`config.mk`:
```
export PLATFORM = sky130hd
export DESIGN_NAME = ptap_csr
export DESIGN_NICKNAME = d
export VERILOG_FILES = /design/src/ptap_pkg.sv /design/src/ptap_csr.sv
export SDC_FILE = /design/constraint.sdc
export NUM_CORES = 1
export LEC_CHECK = 0
export BUFFER_PORTS_ARGS = -buffer_cell sky130_fd_sc_hd__clkbuf_2
export CORE_ASPECT_RATIO = 0.75
export CORE_MARGIN = 2
export CORE_UTILIZATION = 53
export CTS_BUF_LIST = sky130_fd_sc_hd__clkbuf_4 sky130_fd_sc_hd__clkbuf_8
export CTS_CLUSTER_DIAMETER = 80
export CTS_CLUSTER_SIZE = 30
export DETAILED_ROUTE_END_ITERATION = 8
export HOLD_SLACK_MARGIN = 0.02
export PLACE_DENSITY = 0.83
export SYNTH_ARGS = -nofsm -noshare
export SYNTH_HDL_FRONTEND = slang
export SYNTH_SLANG_ARGS = --single-unit
```
`constraint.sdc`:
```
create_clock -name clock -period 1.4 [get_ports clock]
set_input_delay 0.14 -clock clock [delete_from_list [all_inputs] [get_ports clock]]
set_output_delay 0.14 -clock clock [all_outputs]
set_load 0.005 [all_outputs]
```
`src/ptap_pkg.sv`:
```
// Shared constants for the point transform about pivot block.
package ptap_pkg;

   localparam int COORD_WIDTH_DEFAULT = 24;
   localparam int COEF_WIDTH_DEFAULT  = 16;

   localparam int SLOT_BITS      = 16;
   localparam int ROW_WIDTH      = 3 * SLOT_BITS;
   localparam int COEF_FRAC      = 12;
   localparam int CSR_ADDR_WIDTH = 3;
   localparam int CSR_DATA_WIDTH = ROW_WIDTH;

   typedef logic [CSR_ADDR_WIDTH-1:0] csr_addr_type;
   typedef logic [ROW_WIDTH-1:0]      row_type;

   localparam csr_addr_type CSR_ROW_TOP    = 3'd0;
   localparam csr_addr_type CSR_ROW_MIDDLE = 3'd1;
   localparam csr_addr_type CSR_ROW_BOTTOM = 3'd2;
   localparam csr_addr_type CSR_PIVOT_X    = 3'd3;
   localparam csr_addr_type CSR_PIVOT_Y    = 3'd4;
   localparam csr_addr_type CSR_PIVOT_Z    = 3'd5;

   localparam row_type ROW_TOP_RESET    = 48'h1000_0000_0000;
   localparam row_type ROW_MIDDLE_RESET = 48'h0000_1000_0000;
   localparam row_type ROW_BOTTOM_RESET = 48'h0000_0000_1000;

endpackage

```
`src/ptap_csr.sv`:
```
// Configuration registers: matrix rows and pivot coordinates.
module ptap_csr #(
   parameter int COORD_WIDTH = ptap_pkg::COORD_WIDTH_DEFAULT
) (
   input  logic                                 clock,
   input  logic                                 reset,
   input  logic                                 csr_valid,
   output logic                                 csr_ready,
   input  ptap_pkg::csr_addr_type               csr_addr,
   input  logic [ptap_pkg::CSR_DATA_WIDTH-1:0]  csr_wdata,
   output logic [2:0][ptap_pkg::ROW_WIDTH-1:0]  rows,
   output logic [2:0][COORD_WIDTH-1:0]          pivots
);

   ptap_pkg::row_type          row_ff   [3];
   ptap_pkg::row_type          row_in   [3];
   logic [COORD_WIDTH-1:0]     pivot_ff [3];
   logic [COORD_WIDTH-1:0]     pivot_in [3];

   assign csr_ready = 1'b1;

   always_comb begin
      for (int i = 0; i < 3; i++) begin
         row_in[i]   = row_ff[i];
         pivot_in[i] = pivot_ff[i];
      end
      if (csr_valid) begin
         unique case (csr_addr)
            ptap_pkg::CSR_ROW_TOP:    row_in[0]   = csr_wdata[ptap_pkg::ROW_WIDTH-1:0];
            ptap_pkg::CSR_ROW_MIDDLE: row_in[1]   = csr_wdata[ptap_pkg::ROW_WIDTH-1:0];
            ptap_pkg::CSR_ROW_BOTTOM: row_in[2]   = csr_wdata[ptap_pkg::ROW_WIDTH-1:0];
            ptap_pkg::CSR_PIVOT_X:    pivot_in[0] = csr_wdata[COORD_WIDTH-1:0];
            ptap_pkg::CSR_PIVOT_Y:    pivot_in[1] = csr_wdata[COORD_WIDTH-1:0];
            ptap_pkg::CSR_PIVOT_Z:    pivot_in[2] = csr_wdata[COORD_WIDTH-1:0];
            default: ;
         endcase
      end
   end

   always_ff @(posedge clock) begin
      if (reset) begin
         row_ff[0] <= ptap_pkg::ROW_TOP_RESET;
         row_ff[1] <= ptap_pkg::ROW_MIDDLE_RESET;
         row_ff[2] <= ptap_pkg::ROW_BOTTOM_RESET;
         for (int i = 0; i < 3; i++) begin
            pivot_ff[i] <= '0;
         end
      end else begin
         for (int i = 0; i < 3; i++) begin
            row_ff[i]   <= row_in[i];
            pivot_ff[i] <= pivot_in[i];
         end
      end
   end

   always_comb begin
      for (int i = 0; i < 3; i++) begin
         rows[i]   = row_ff[i];
         pivots[i] = pivot_ff[i];
      end
   end

endmodule

```
# Word-level counts from Yosys, hierarchy flattened
# Memories as Yosys holds them, arrays and structs flattened.
# Index checks and enable logic that the tools add are counted.
dict set report classes {
  n_addsub 0
  n_mul 0
  n_div 0
  n_lt_le_gt_ge 0
  n_eq_ne 5
  shifts 0
  muxes 17
  bitwise 6
  reduce_logical 1
}
# cell n
set op_table {}
lappend op_table {{$mux 48} 6}
lappend op_table {{$mux 144} 1}
lappend op_table {{$mux 24} 6}
lappend op_table {{$mux 72} 1}
lappend op_table {{$eq 3x2->1 const B} 2}
lappend op_table {{$eq 3x3->1 const B} 2}
lappend op_table {{$or 1x1->1} 6}
lappend op_table {{$eq 3x1->1 const B} 1}
lappend op_table {{$logic_not 3->1} 1}
lappend op_table {{$mux 1} 3}
dict set report totals {
  reg_bits 0
  latchBits 0
  mem_bits_rw 216
  rom_bits 0
  inputBits 54
  out_inout_bits 217
  n_memories 2
}
# memory words width read_ports rd_ports_with_merged_regs write_ports line
set mem_list {}
lappend mem_list {row_ff 3 48 3 0 3 ptap_csr.sv:15} ;# ptap_pkg::row_type row_ff [3];
lappend mem_list {pivot_ff 3 24 3 0 3 ptap_csr.sv:17} ;# logic [COORD_WIDTH-1:0] pivot_ff [3];

# Depth between registers and ports, before layout
# Gate-level depths: netlist (run 1).
dict set report depth {
  ltp_word 4
  ltp_mapped 5
}

# Worst setup path before layout (run 1)
# OpenSTA, ideal clock, no wires.
dict set report synth_path {
  path_type {input-to-reg}
  start {input port csr_addr[1]}
  end {memory row_ff[0][44] (netlist name)}
  t_arrival_ps 1164
  required_time_ps 1280
  path_slack_ps 116
  cell_stages 5
  cell_sequence {or4b_1 -> clkbuf_1 -> buf_6 -> buf_6 -> mux2i_1}
}
# item line
set synth_lines {}
lappend synth_lines {{from (decl)} ptap_csr.sv:9} ;# input ptap_pkg::csr_addr_type csr_addr,
lappend synth_lines {{to (decl)} ptap_csr.sv:15}

==> results of run 1 <==
==> registers in the layout, summed over array words and instances (netlist names) <==
register and flops:
row_ff 144, pivot_ff 72
==> per-layer routing <==
| metal | part of all wire [%] | up-vias |
|---|---|---|
| met5 | 0 | - |
| met4 | 2.1 | 0 |
| met3 | 6.8 | 30 |
| met2 | 48 | 180 |
| met1 | 44 | 2945 |
| li1 | - | 3062 |
==> kinds of logic after synthesis <==
kind of cell,synth area share [%]
multiplexers,25.4
flip-flops,50.9
AND/OR/NAND/NOR,20.6
other,0.0441
buffers and inverters,3.05
==> cell type report <==
| type | count | area, sq um |
|---|---|---|
| clock buffers | 12 | 165 |
| clock inverters | 1 | 30.0 |
| fillers | 1221 | 5090 |
| multi-input cells | 493 | 3960 |
| flip-flops and latches | 216 | 4320 |
| well taps | 210 | 263 |
| repair buffers | 326 | 2030 |
==> through the flow <==
step                cells  instance area (sq um)  utilization [%]  total power, mW  hold WS, ps
floorplan             765                   8500                -             6.99          301
global placement     1213                  10300             64.6             7.40          425
detailed placement   1213                  10300             64.6             7.42          441
CTS                  1258                  10800             67.9             10.1         22.0
global route         1258                  10800             67.9             10.4         24.1
finish               1258                  10800             67.9             10.0         42.1
==> how the worst max path moves through the flow <==
| stage | from | end | cells after the start |
|---|---|---|---|
| final | pivot_ff[0][3] | pivots[3] | 1 |
| after global placement | csr_addr[0] | row_ff[0][133] | 5 |
| after CTS | pivot_ff[0][3] | pivots[3] | 1 |
| after global routing | pivot_ff[0][3] | pivots[3] | 1 |
| after detailed placement | csr_addr[0] | row_ff[0][130] | 5 |
| after floorplan | csr_addr[1] | row_ff[0][44] | 5 |
==> power by group <==
| group | leakage [nW] | internal [mW] | switching, mW |
|---|---|---|---|
| combinational | 3.68 | 0.527 | 0.468 |
| sequential | 1.75 | 6.29 | 0.0745 |
| clock | 0.0977 | 0.827 | 1.84 |
==> placed cells by master (no fill, tap or decap), drive strengths merged <==
cell type	n
mux2i	216
nor4bb	1
or4b	1
clkinv	1
nand4b	2
dlygate4sd3	32
conb	1
nand2b	261
nor2	6
dfxtp	216
and4b	2
buf	26
nand4bb	3
clkbuf	280
==> run metrics, run 1 <==
reg2reg start=row_ff[0][82]; worst path arrival time=~1000 ps; Worst Path Required=approximately 1300 ps; Final Worst Setup Slack=216 ps; number of cells on the worst hold path=3; DIE AREA=17100 sq um; Post-layout nets=1102; final hold vios=0; Max stage delay on crit path=410 ps; top area cells in the synthesized netlist=dfxtp_1, mux2i_1, nand2b_1; max-cap viol count=0; prevailing post-synth register cell=dfxtp_1; Vias/cell=4.94; Slowest cell on crit path=dfxtp_1; fmax=0.845 GHz; status=completed; clk root buf=clkbuf_8; remaining global-route overflow=0; leakage=~5.5 nW; synthesized instance count=765; DP Worst Slack=~43 ps; # DRC=0; # H-tree levels=1; Warnings, synthesis=0; Post-synth EDFFs=0; IO Pins=between 200 and 300; Setup CP Type=reg2out; Worst Setup End Kind=primary output; area grow syn2layout=26.8%; postcts setup bufs=0; WL final=20700 um; Worst Skew=0 ps; fraction of layout instances using a drive strength above 1=around 30%; clock-pin slew on the worst setup and hold paths=roughly 170 ps; initial antenna violation count=0; n_diodes=0; Buf/Inv on CP=1; post-route clock period utilization=84.6%; global routing usage on met1=29.2%; cell family with most CP delay=flip-flops; flop-to-flop setup slack=710 ps; worst min-delay path class=in2reg; Synth top cells by count=nand2b_1, dfxtp_1, mux2i_1, clkbuf_1, buf_2; cell area after synthesis=8500 sq um; most common cell in the netlist=nand2b_1; average wire per cell in the routed design=around 16 um; Die W=150 um; crit path launch type=register; starting density of the core=53.5%; dpl hpwl=between 10000 and 15000 um; Yosys cell types=14; RSZ-0062 raised after global routing=no; pwr dens=931 nW/um^2; Avg Synthesized Cell Area=11.1 sq um; Reg2Reg Depth=2; peak supply drop=approximately 0.00068 V; core area=~16000 sq um; crit path max fanout=2; Syn Nets=819; PortBufs=roughly 270; Async S/R FF share, synth=0%; top-area cell type share of the netlist area=50.9%; met2 Use GR=40.4%; via count=just over 6000; Bufs on Longest Clock Path=3; met3 usage=under 10%; setup_tns=0 ps; Num CTS Buffers=11; cts hold-fix bufs=32; first-pass GRT wire length=32100 um; number of gates resized after CTS=0; hold endpoint=row_ff[0][115]; drt pass-1 iters=4; #FFs+latches synth=216; Final ANT Viol Nets=0; Tot GR Track Use=23.3%; largest net degree at the start of global routing=just under 60; min Tclk post-route=roughly 1200 ps; hold path start=csr_wdata[19]; TritonCTS clock tree=done; worst-skew pair later-pin latency=500 ps; Die Ht=114 um; vias in the first global route=6208; Num Clock Sinks=216; Setup-failing EPs final=0; sequential share of the synthesized area=50.9%; Detailed Route Iter0 Violations=223; RR Endpoint=row_ff[0][82]; # rows=40; Synth area leader=dfxtp_1; Top Usage Layer GRT=met2; GPL Wtd Cong=~0.79; CP Cell Sequence=clkbuf_2; fin. max-slew vios=0
No activity file was read; power rests on OpenSTA's default activity.
==> run 2, diff against run 1 <==
==> constraint.sdc (replaced) <==
create_clock -name clock -period 1.15 [get_ports clock]
set_input_delay 0.115 -clock clock [delete_from_list [all_inputs] [get_ports clock]]
set_output_delay 0.115 -clock clock [all_outputs]
set_load 0.005 [all_outputs]
==> run 2 against run 1 <==
Compared with the run above: non-clock buffer count rose by 45; worst setup slack got worse by 190 ps; clock-buffer cell count fell by 1; sequential share of layout area fell by 0.88 points; die area did not move; highest routed layer unchanged; sequential power rose by 22%; combinational power rose by 35%; global-route usage rose by 0.94 points; via count rose by 4.8%.
==> run metrics, run 2 (synthesis gave the netlist of run 1 again) <==
remaining global-route overflow=0 (unchanged); number of cells on the worst hold path=3 (unchanged); crit path max fanout=2 (unchanged); Die Ht=114 um (unchanged); first-pass GRT wire length=33500 um (+4.3%); starting density of the core=53.5% (unchanged); Slowest cell on crit path=dfxtp_1; max-cap viol count=0 (unchanged); fraction of layout instances using a drive strength above 1=49.0% (+19 points); worst path arrival time=1010 ps (-30 ps); Pint=9.36 mW (+23%); fmax=a little under 0.9 GHz; average wire per cell in the routed design=17.1 um (+4.4%); Worst Skew=0 ps (unchanged); Buf/Inv on CP=1 (unchanged); Tot GR Track Use=24.2% (+0.94 points); Detailed Route Iter0 Violations=207 (-7.2%); final hold vios=0 (unchanged); Util after Layout=73.3% (+5.4 points); # H-tree levels=1 (unchanged); Final ANT Viol Nets=0 (unchanged); Comb power frac=10.9% (+1.0 points); initial antenna violation count=1 (+1); Setup-failing EPs final=0 (unchanged); CP Cell Sequence=clkbuf_2; WP depth=1 (unchanged); status=completed; Vias/cell=5.00 (+1.1%); worst-skew pair later-pin latency=500 ps (about the same); core area=15900 sq um (unchanged); crit path launch type=register; TritonCTS clock tree=done; peak supply drop=0.000843 V (+25%); Bufs on Longest Clock Path=3 (unchanged); Flop pwr share=63.0% (-0.4 points); setup_tns=0 ps (unchanged); PortBufs=269 (unchanged); pwr dens=1060 nW/um^2 (+14%); Num CTS Buffers=11 (unchanged); Switching Share=24.1% (+0.34 points); Power, Total=12.3 mW (+23%); worst min-delay path class=in2reg; most common cell after layout, fill and taps aside=nand2b_1; commonest cells after routing, fill and taps aside=nand2b_1, mux2i_1, clkbuf_2; via count=6514 (+4.8%); Worst Path Required=1030 ps (-230 ps); clk root buf=clkbuf_8; # rows=40 (unchanged); fin. max-slew vios=0 (unchanged); Max stage delay on crit path=380 ps (-30 ps); Sw Pwr=2.98 mW (+25%); Die W=150 um (unchanged); IO Pins=271 (unchanged); post-route clock period utilization=97.9%; vias in the first global route=6492 (+4.6%); clock group share of total power=26.1% (-0.5 points); Post-layout nets=1147 (+4.1%); Num Clock Sinks=216 (unchanged); drt pass-1 iters=4 (unchanged); cell family with most CP delay=flip-flops; dpl hpwl=14600 um (+1.4%); leakage=5.90 nW (+6.8%); largest net degree at the start of global routing=56 (-3.4%); Worst Setup End Kind=primary output; Setup CP Type=reg2out; # DRC=0 (unchanged); area grow syn2layout=36.8%; min Tclk post-route=between 1000 and 1500 ps; Most flops, register=row_ff; DIE AREA=17100 sq um (unchanged); WL final=22400 um (+8.2%); Largest register FFs=144 (unchanged); Reg2Reg Depth=3 (+1); top flop regs=row_ff: 144 flops, pivot_ff: 72 flops; GPL Wtd Cong=0.803 (+1.3%); RSZ-0062 raised after global routing=yes; clock-pin slew on the worst setup and hold paths=170 ps (about the same)
-- run 2: cell count changes in the layout (fill, tap and decap cells not counted), sizes merged --
cell and change:
buf +86, dlygate4sd3 +13, clkbuf -55, diode +1, clkinv +1
-- run 2: worst paths after layout --
| kind | startpoint | endpoint | slack [ps] |
|---|---|---|---|
| setup / recovery | pivot_ff[0][37] | pivots[37] | 20 |
| hold / removal | csr_wdata[0] | row_ff[0][96] | 30 |
| setup reg to reg | row_ff[0][61] | row_ff[0][61] | 360 |
| hold reg to reg | row_ff[0][129] | row_ff[0][129] | 480 |
-- run 2: final cells by class --
class,instances,area [sq um]
clock inverter,2,35.0
timing repair buffer,371,2650
antenna,1,2.50
sequential,216,4560
fill,1096,4240
clock buffer,11,151
multi-input combinational,493,3960
tap,210,263
-- run 2: per-stage QoR --
step | area (sq um) | worst slack (ps) | hold slack [ps] | instances
finish | 11600 | 24.2 | 31.5 | 1304
global placement | 10300 | -142 | 389 | 1227
global route | 11600 | -36.4 | 38.9 | 1304
CTS | 11100 | -1.04 | 23.3 | 1284
floorplan | 8500 | -108 | 276 | 765
detailed placement | 10300 | -189 | 414 | 1227
-- run 2: power groups by stage --
stage          Combinational, mW  Sequential (mW)  Clock (mW)
5_1_grt                     1.45             7.79        3.57
6_report                    1.34             7.77        3.22
3_3_place_gp                1.14             7.90           0
3_5_place_dp                1.16             7.90           0
2_1_floorplan              0.605             7.91           0
4_1_cts                     1.28             7.75        3.34
-- run 2: repair_timing --
item / in CTS / in global routing
resized for setup: 57 / 225
endpoints found under the hold margin: 174 / 1
cloned: 0 / 0
buffers inserted: 0 / 18
hold buffers: 44 / 1
endpoints found under the setup margin: 56 / 181
-- run 2: per-layer routing --
layer / track usage (%) / part of all wire (%) / vias up
met4: 8.05 / 2.8 / 0
li1: - / - / 3158
met3: 6.20 / 6.3 / 46
met1: 29.8 / 43 / 3114
met2: 41.5 / 48 / 196
met5: 0 / 0 / -
